## config.mk

```make
export PLATFORM = sky130hd
export DESIGN_NAME = bladder_pressure_sequencer_core
export DESIGN_NICKNAME = d
export VERILOG_FILES = /design/src/sv/bps_pkg.sv /design/src/sv/bps_step.sv /design/src/sv/bladder_pressure_sequencer_core.sv
export SDC_FILE = /design/constraint.sdc
export NUM_CORES = 1
export LEC_CHECK = 0
export BUFFER_PORTS_ARGS = -buffer_cell sky130_fd_sc_hd__buf_2
export CELL_PAD_IN_SITES_DETAIL_PLACEMENT = 0
export CELL_PAD_IN_SITES_GLOBAL_PLACEMENT = 1
export CORE_ASPECT_RATIO = 0.9
export CORE_MARGIN = 5
export CORE_UTILIZATION = 31
export DETAILED_ROUTE_END_ITERATION = 10
export GPL_TIMING_DRIVEN = 0
export PLACE_DENSITY_LB_ADDON = 0.1
export SLEW_MARGIN = 20
export SYNTH_ARGS = -nofsm -noshare
export SYNTH_HDL_FRONTEND = slang
export SYNTH_HIERARCHICAL = 1
export SYNTH_SLANG_ARGS = --single-unit
```

## constraint.sdc

```tcl
create_clock -name aclk -period 4.96 [get_ports aclk]
set_input_delay 0 -clock aclk [delete_from_list [all_inputs] [get_ports aclk]]
set_output_delay 0 -clock aclk [all_outputs]
set_load 0.01 [all_outputs]
```

## src/sv/bps_pkg.sv

```systemverilog
// ----------------------------------------------------------------------------
// bps_pkg
// Shared types, codes and reset values for the bladder pressure sequencer.
// ----------------------------------------------------------------------------
package bps_pkg;

    localparam int PRESSURE_W = 16;
    localparam int TIME_W     = 32;
    localparam int HOLD_W     = 24;
    localparam int CFG_IDX_W  = 2;
    localparam int CFG_DATA_W = 24;

    localparam logic [CFG_IDX_W-1:0] CFG_INFLATE_TARGET = 2'd0;
    localparam logic [CFG_IDX_W-1:0] CFG_DEFLATE_TARGET = 2'd1;
    localparam logic [CFG_IDX_W-1:0] CFG_HOLD_MS        = 2'd2;

    typedef enum logic [1:0] {
        MODE_STANDBY = 2'd0,
        MODE_FREE    = 2'd1,
        MODE_CYCLE   = 2'd2
    } mode_t;

    typedef struct packed {
        logic [PRESSURE_W-1:0] pressure;
        logic                  estop_switch;
        logic                  connected;
        logic [TIME_W-1:0]     time_ms;
        logic                  cmd_valid;
        logic                  cmd_free_run;
        logic                  cmd_cycle_run;
        logic                  cmd_inflate;
        logic                  cmd_deflate;
        logic                  cmd_start;
        logic                  cmd_stop;
    } bps_in_t;

    typedef struct packed {
        mode_t             run_mode;
        logic              req_inflate;
        logic              req_deflate;
        logic              req_start;
        logic              req_stop;
        logic              hold_armed;
        logic [TIME_W-1:0] hold_start;
        logic              estop_latched;
        logic              estop_deflated;
        logic              inflate_done;
        logic              deflate_done;
        logic              cycle_first;
        logic              free_first;
        logic              inflate_pin;
        logic              deflate_pin;
        logic              valve_pin;
    } bps_state_t;

    localparam bps_state_t STATE_RESET = '{
        run_mode:       MODE_STANDBY,
        req_inflate:    1'b0,
        req_deflate:    1'b0,
        req_start:      1'b0,
        req_stop:       1'b0,
        hold_armed:     1'b1,
        hold_start:     '0,
        estop_latched:  1'b0,
        estop_deflated: 1'b0,
        inflate_done:   1'b0,
        deflate_done:   1'b0,
        cycle_first:    1'b1,
        free_first:     1'b1,
        inflate_pin:    1'b0,
        deflate_pin:    1'b0,
        valve_pin:      1'b0
    };

endpackage

```

## src/sv/bps_step.sv

```systemverilog
// ----------------------------------------------------------------------------
// bps_step
// Next-state logic of the sequencer for one input word.
// ----------------------------------------------------------------------------
module bps_step (
    input  bps_pkg::bps_state_t                state_i,
    input  bps_pkg::bps_in_t                   word_i,
    input  logic [bps_pkg::PRESSURE_W-1:0]     inflate_target,
    input  logic [bps_pkg::PRESSURE_W-1:0]     deflate_target,
    input  logic [bps_pkg::HOLD_W-1:0]         hold_ms,
    output bps_pkg::bps_state_t                state_o
);

    function automatic bps_pkg::bps_state_t all_off(bps_pkg::bps_state_t s);
        bps_pkg::bps_state_t r;
        r = s;
        r.inflate_pin = 1'b0;
        r.deflate_pin = 1'b0;
        r.valve_pin   = 1'b0;
        return r;
    endfunction

    function automatic bps_pkg::bps_state_t deflate_step(bps_pkg::bps_state_t s,
                                                          logic below);
        bps_pkg::bps_state_t r;
        r = s;
        if (!below) begin
            r.inflate_pin = 1'b0;
            r.valve_pin   = 1'b1;
            r.deflate_pin = 1'b1;
        end else begin
            r.valve_pin   = 1'b0;
            r.deflate_pin = 1'b0;
        end
        return r;
    endfunction

    // hold elapsed test, evaluated on the state before the inflate step
    function automatic logic inflate_fin(bps_pkg::bps_state_t s, logic above,
                                         logic [bps_pkg::TIME_W-1:0] now,
                                         logic [bps_pkg::HOLD_W-1:0] hms);
        logic [bps_pkg::TIME_W-1:0] elapsed;
        elapsed = now - s.hold_start;
        return above && !s.hold_armed &&
               (elapsed >= {{(bps_pkg::TIME_W-bps_pkg::HOLD_W){1'b0}}, hms});
    endfunction

    function automatic bps_pkg::bps_state_t inflate_step(bps_pkg::bps_state_t s,
                                                          logic above, logic fin,
                                                          logic [bps_pkg::TIME_W-1:0] now);
        bps_pkg::bps_state_t r;
        r = s;
        r.valve_pin = 1'b0;
        if (!above) begin
            r.inflate_pin = 1'b1;
        end else begin
            r.inflate_pin = 1'b0;
            if (s.hold_armed) begin
                r.hold_start = now;
                r.hold_armed = 1'b0;
            end else if (fin) begin
                r.hold_start = '0;
                r.hold_armed = 1'b1;
            end
        end
        return r;
    endfunction

    logic                below;
    logic                above;
    bps_pkg::bps_state_t st;

    assign below = word_i.pressure < deflate_target;
    assign above = word_i.pressure > inflate_target;

    always_comb begin
        st = state_i;
        if (word_i.connected) begin
            if (word_i.cmd_valid) begin
                st.req_inflate = word_i.cmd_inflate;
                st.req_deflate = word_i.cmd_deflate;
                st.req_start   = word_i.cmd_start;
                st.req_stop    = word_i.cmd_stop;
                if (word_i.cmd_free_run) begin
                    st.run_mode = bps_pkg::MODE_FREE;
                end else if (word_i.cmd_cycle_run) begin
                    st.run_mode = bps_pkg::MODE_CYCLE;
                end else begin
                    st.run_mode = bps_pkg::MODE_STANDBY;
                end
            end
            if (!word_i.estop_switch) begin
                st.estop_latched = 1'b1;
                if (!st.estop_deflated) begin
                    st = deflate_step(st, below);
                    st.estop_deflated = below;
                end else begin
                    st = all_off(st);
                end
            end else if (st.estop_latched) begin
                st.estop_latched  = 1'b0;
                st.estop_deflated = 1'b0;
                st.run_mode       = bps_pkg::MODE_STANDBY;
            end else begin
                case (st.run_mode)
                    bps_pkg::MODE_FREE: begin
                        if (st.free_first) begin
                            st = deflate_step(st, below);
                            st.deflate_done = 1'b0;
                            if (below) begin
                                st.free_first = 1'b0;
                            end
                        end else if (st.req_inflate) begin
                            st.inflate_done = inflate_fin(st, above, word_i.time_ms, hold_ms);
                            st = inflate_step(st, above, st.inflate_done, word_i.time_ms);
                            if (st.inflate_done) begin
                                st.req_deflate = 1'b1;
                                st.req_inflate = 1'b0;
                            end
                        end else if (st.req_deflate) begin
                            st = deflate_step(st, below);
                            st.deflate_done = below;
                            if (below) begin
                                st.req_deflate  = 1'b0;
                                st.inflate_done = 1'b0;
                                st.deflate_done = 1'b0;
                                st.free_first   = 1'b1;
                                st.run_mode     = bps_pkg::MODE_STANDBY;
                            end
                        end else begin
                            st.run_mode = bps_pkg::MODE_STANDBY;
                        end
                    end
                    bps_pkg::MODE_CYCLE: begin
                        if (st.req_start) begin
                            if (st.cycle_first) begin
                                st = deflate_step(st, below);
                                st.deflate_done = below;
                                if (below) begin
                                    st.cycle_first = 1'b0;
                                end
                            end else begin
                                if (st.deflate_done) begin
                                    st.inflate_done = inflate_fin(st, above, word_i.time_ms,
                                                                  hold_ms);
                                    st = inflate_step(st, above, st.inflate_done,
                                                      word_i.time_ms);
                                    st.deflate_done = !st.inflate_done;
                                end
                                if (st.inflate_done) begin
                                    st = deflate_step(st, below);
                                    st.deflate_done = below;
                                    st.inflate_done = !below;
                                end
                            end
                        end else if (st.req_stop) begin
                            st = deflate_step(st, below);
                            st.deflate_done = below;
                            if (below) begin
                                st.req_start    = 1'b0;
                                st.req_stop     = 1'b0;
                                st.deflate_done = 1'b0;
                                st.inflate_done = 1'b0;
                                st.cycle_first  = 1'b1;
                                st.run_mode     = bps_pkg::MODE_STANDBY;
                            end
                        end else begin
                            st.run_mode = bps_pkg::MODE_STANDBY;
                        end
                    end
                    default: begin
                        st = all_off(st);
                    end
                endcase
            end
        end else begin
            st = all_off(st);
        end
    end

    assign state_o = st;

endmodule

```

## src/sv/bladder_pressure_sequencer_core.sv

```systemverilog
// ----------------------------------------------------------------------------
// bladder_pressure_sequencer_core
// Inflate/deflate/valve sequencer driven by one pressure sample per word.
// ----------------------------------------------------------------------------
// One input word is taken per clock, while m_ready stays high, and yields
// exactly one result word. A word is captured in an input register, runs
// through the next-state logic and lands in the result register when the
// output is free; the sequencer state is updated at the same edge.
// Throughput is one word per cycle while m_ready stays high. Configuration
// (targets, hold time) is written on the cfg port only while no word is in
// flight; the user must keep to this, the block itself does not enforce it.
module bladder_pressure_sequencer_core (
    input  logic                                aclk,
    input  logic                                aresetn,

    input  logic                                cfg_valid,
    output logic                                cfg_ready,
    input  logic [bps_pkg::CFG_IDX_W-1:0]       cfg_index,
    input  logic [bps_pkg::CFG_DATA_W-1:0]      cfg_data,

    input  logic                                s_valid,
    output logic                                s_ready,
    input  logic [bps_pkg::PRESSURE_W-1:0]      s_pressure,
    input  logic                                s_estop_switch,
    input  logic                                s_connected,
    input  logic [bps_pkg::TIME_W-1:0]          s_time_ms,
    input  logic                                s_cmd_valid,
    input  logic                                s_cmd_free_run,
    input  logic                                s_cmd_cycle_run,
    input  logic                                s_cmd_inflate,
    input  logic                                s_cmd_deflate,
    input  logic                                s_cmd_start,
    input  logic                                s_cmd_stop,

    output logic                                m_valid,
    input  logic                                m_ready,
    output logic                                m_inflate_motor,
    output logic                                m_deflate_motor,
    output logic                                m_valve,
    output logic [1:0]                          m_current_mode,
    output logic                                m_estop_active,
    output logic                                m_holding
);

    logic [bps_pkg::PRESSURE_W-1:0] inflate_target_reg;
    logic [bps_pkg::PRESSURE_W-1:0] deflate_target_reg;
    logic [bps_pkg::HOLD_W-1:0]     hold_ms_reg;

    bps_pkg::bps_in_t    in_reg;
    logic                in_valid_reg;
    bps_pkg::bps_state_t state_reg;
    bps_pkg::bps_state_t state_next;
    logic                m_valid_reg;
    logic                out_free;
    logic                advance;
    logic                s_accept;

    // configuration
    assign cfg_ready = 1'b1;

    always_ff @(posedge aclk) begin
        if (!aresetn) begin
            inflate_target_reg <= '0;
            deflate_target_reg <= '0;
            hold_ms_reg        <= '0;
        end else if (cfg_valid) begin
            case (cfg_index)
                bps_pkg::CFG_INFLATE_TARGET: begin
                    inflate_target_reg <= cfg_data[bps_pkg::PRESSURE_W-1:0];
                end
                bps_pkg::CFG_DEFLATE_TARGET: begin
                    deflate_target_reg <= cfg_data[bps_pkg::PRESSURE_W-1:0];
                end
                bps_pkg::CFG_HOLD_MS: begin
                    hold_ms_reg <= cfg_data[bps_pkg::HOLD_W-1:0];
                end
                default: begin
                end
            endcase
        end
    end

    // handshake
    assign out_free = !m_valid_reg || m_ready;
    assign advance  = in_valid_reg && out_free;
    assign s_ready  = !in_valid_reg || out_free;
    assign s_accept = s_valid && s_ready;
    assign m_valid  = m_valid_reg;

    always_ff @(posedge aclk) begin
        if (!aresetn) begin
            in_valid_reg <= 1'b0;
            m_valid_reg  <= 1'b0;
        end else begin
            if (s_ready) begin
                in_valid_reg <= s_valid;
            end
            if (out_free) begin
                m_valid_reg <= in_valid_reg;
            end
        end
    end

    always_ff @(posedge aclk) begin
        if (s_accept) begin
            in_reg.pressure      <= s_pressure;
            in_reg.estop_switch  <= s_estop_switch;
            in_reg.connected     <= s_connected;
            in_reg.time_ms       <= s_time_ms;
            in_reg.cmd_valid     <= s_cmd_valid;
            in_reg.cmd_free_run  <= s_cmd_free_run;
            in_reg.cmd_cycle_run <= s_cmd_cycle_run;
            in_reg.cmd_inflate   <= s_cmd_inflate;
            in_reg.cmd_deflate   <= s_cmd_deflate;
            in_reg.cmd_start     <= s_cmd_start;
            in_reg.cmd_stop      <= s_cmd_stop;
        end
    end

    bps_step u_step (
        .state_i        (state_reg),
        .word_i         (in_reg),
        .inflate_target (inflate_target_reg),
        .deflate_target (deflate_target_reg),
        .hold_ms        (hold_ms_reg),
        .state_o        (state_next)
    );

    always_ff @(posedge aclk) begin
        if (!aresetn) begin
            state_reg <= bps_pkg::STATE_RESET;
        end else if (advance) begin
            state_reg <= state_next;
        end
    end

    // result word
    always_ff @(posedge aclk) begin
        if (advance) begin
            m_inflate_motor <= state_next.inflate_pin;
            m_deflate_motor <= state_next.deflate_pin;
            m_valve         <= state_next.valve_pin;
            m_current_mode  <= state_next.run_mode;
            m_estop_active  <= state_next.estop_latched;
            m_holding       <= !state_next.hold_armed;
        end
    end

    a_valve_excludes_inflate: assert property (@(posedge aclk) disable iff (!aresetn)
        state_reg.valve_pin |-> !state_reg.inflate_pin)
        else $error("valve open while inflate motor driven");

    a_disconnect_off: assert property (@(posedge aclk) disable iff (!aresetn)
        (advance && !in_reg.connected) |=> (!m_inflate_motor && !m_deflate_motor && !m_valve))
        else $error("drives not off while disconnected");

    a_estop_latch: assert property (@(posedge aclk) disable iff (!aresetn)
        (advance && in_reg.connected && !in_reg.estop_switch) |=> m_estop_active)
        else $error("e-stop not latched");

    a_state_hold: assert property (@(posedge aclk) disable iff (!aresetn)
        !advance |=> $stable(state_reg))
        else $error("state changed without a word");

endmodule
```

==> metrics.cfg <==
[outcome]
outcome=finished with violations
violations=negative setup slack

[drt]
drt_iter0_markers=461
wl_per_cell_um=17.3
drt-total-wl_um=31700
first_pass_iters=5
antenna_left=0
vias_per_cell=4.93
drc_errors=0
vias=9033

[cts]
h-tree-depth=4
clockBufferDepth=2
clk_latency_ns=0.44
clkSinkCount=170
path_clk_slew_ns=0.07
cts_tree=built
cts_root_buffer=clkbuf_16
cts_buffers=17

[power]
power_per_cell_area_mw_per_mm2=266
p_leak_uw=0.00504
irDropWorstVdd_mv=0.218

[worst_setup_path]
criticalPathCategory=reg -> reg
worstPathRequired_ns=5.32
endpoint_kind=flip-flop
start_kind=flip-flop
crit_fanout=5
arrival_ns=5.74

[synthesis]
synth-edff-count=64
synth.net_count=1351
syn-cell-area_mm2=0.0105
async_reset_ff_share_pct=0
yosysSeqAreaShare_pct=38.7
synth_cell_types=77
synthesis.instances=1174
avgSynthCellArea_um2=8.90
synth-seq-cells=170
synth_flop_cell=dfxtp_1
yosys_warnings=6

[floorplanning]
initial_core_util_pct=31.6
dieArea_mm2=0.0375
fp-row-count=63
fp.dieH_um=184
num_io_pins=98
die_w_um=204
core_mm2=0.0331

[timing]
slew_headroom_pct=25.6
rsz0062_at_grt=yes
worst_slack_ns=-0.414
hold_violations=0
worst_pin_slew_ns=1.08
whs_ns=0.0663
fin_crit_ns=5.37
fin_crit_sh_pct=108
fmax_mhz=186
setup_viol=44
slew_viol_final=0
fin_skew_ns=0.0138

[grt]
grt_pass1_vias=9034
grt_use_total_pct=17.1
grt_max_degree=32
grt_pass1_wl_um=50900
overflow=0
antenna_found_initial=0

[placed_design]
place_ws_ns=-1.04
dp_hpwl_um=23800
placed_cell_area_mm2=0.0115
routabilityCongestion=0.848
portBuffers=95

[final_layout]
post-route-util_pct=40.4
fin_area_mm2=0.0134
synthToLayoutAreaGrowth_pct=28.0
largest_register_ffs=57
antenna_cells=0
drive_above_1_share_pct=17.5
fin_nets=1573

[hold_path]
hold_class=in -> reg

[run]
max_cap_violations=0

## cell type report
| cell class | instances | area [um^2] |
|---|---|---|
| clock inverter | 15 | 163 |
| timing repair buffer | 203 | 1560 |
| tap | 422 | 528 |
| clock buffer | 17 | 425 |
| multi-input combinational | 829 | 5850 |
| sequential | 170 | 4040 |
| fill | 3396 | 19700 |
| buffer | 64 | 397 |
| inverter | 111 | 417 |
## Yosys cell counts (all sizes together) (5+ instances only)
cell	number	share of area, %
a211oi	9	0.69
a21o	19	1.4
a21oi	63	3.0
a22o	31	2.6
a31oi	9	0.54
a41oi	7	0.66
and3	6	0.41
buf	36	2.5
clkbuf	28	1.0
dfxtp	106	20
edfxtp	64	18
ha	88	11
inv	111	4.0
mux2i	53	5.1
nand2	170	6.1
nand2b	7	0.42
nand3	70	3.5
nand4	14	0.84
nor2	38	1.5
nor2b	9	0.54
nor3	11	0.53
o211ai	5	0.36
o21a	7	0.50
o21ai	114	6.0
o21bai	7	0.50
o311ai	7	0.59
xnor2	13	1.1
xor2	13	1.1
## routing by layer
layer | track usage [%] | part of all wire (%)
met1 | 24.2 | 51
met2 | 27.8 | 46
met3 | 2.73 | 2.6
met4 | 3.56 | 1.2
met5 | 0 | 0
## cell families (layout without fill, tap and decap cells)
kind of cell	after synthesis	in the layout	synth area share, %
muxes	57	57	5.54
and+or+nand+nor	344	344	15.2
adders and majority gates	89	89	10.7
xor gates and xnor gates	26	26	2.18
AOI/OAI and AO/OA	312	312	20.1
other	1	1	0.0359
DFF	170	170	38.7
buffers and inverters	175	410	7.48
## timing repair
action | in CTS | in global routing
setup endpoints to repair | 44 | 44
resized for setup | 44 | 15
endpoints found under the hold margin | 114 | 0
hold buffers | 87 | 0
pin swaps | 32 | 33
cloned | 2 | 0
buffers inserted | 12 | 6
## per-stage QoR
| stage | cells | TNS, ns | power [uW] |
|---|---|---|---|
| after global routing | 1831 | -23.24 | 3740 |
| after floorplan | 1174 | 0 | 1920 |
| after detailed placement | 1692 | -37.51 | 2110 |
| after CTS | 1825 | -15.70 | 3600 |
| final | 1831 | -14.08 | 3560 |
| after global placement | 1691 | -47.67 | 2110 |
## power by group
part	internal [uW]	switching, uW
clock network	751	632
logic	278	364
registers	1500	32.4
## layout by cell type, fill, tap and decap left out, types with 19 or more instances in the layout
master         Yosys  layout
edfxtp_1          64      64
dfxtp_1          106     106
nor2_1            37      37
buf_2             20     112
o21ai_0           86      86
mux2i_1           53      53
a22o_1            31      31
a21oi_1           63      60
buf_4              6      19
nand2_1          170     168
inv_1            109     107
ha_1              88      87
dlygate4sd3_1      0      87
nand3_1           66      65
clkbuf_1          28      28
## critical path, cell delays in order (launching register included)
cell and delay (ns):
edfxtp_1 0.47, inv_2 0.10, ha_4 0.13, inv_2 0.03
fa_2 0.33, a211o_1 0.31, a211oi_2 0.30, buf_4 0.16
buf_4 0.09, buf_4 0.09, o21ba_2 0.22, o21bai_1 0.09
xor2_1 0.16, ha_1 0.19, a21oi_1 0.14, o21ai_0 0.15
a221oi_2 0.27, o211ai_1 0.16, or4_4 0.55, a21oi_4 0.17
nand3_2 0.10, o311ai_2 0.29, a21o_2 0.15, buf_6 0.14
buf_6 0.14, a22o_1 0.13, nand2_1 0.05, mux2i_1 0.16
## final timing paths
check	start	end	slack, ns	cells after the start
worst min-delay path	m_ready	m_valid	0.07	4
worst max-delay path	in_reg[7]	state_reg[18]	-0.41	27
worst max register to register	in_reg[7]	state_reg[18]	-0.41	27
worst min register to register	inflate_target_reg[13]	inflate_target_reg[13]	0.46	2
(Power assumes the default switching activity.)
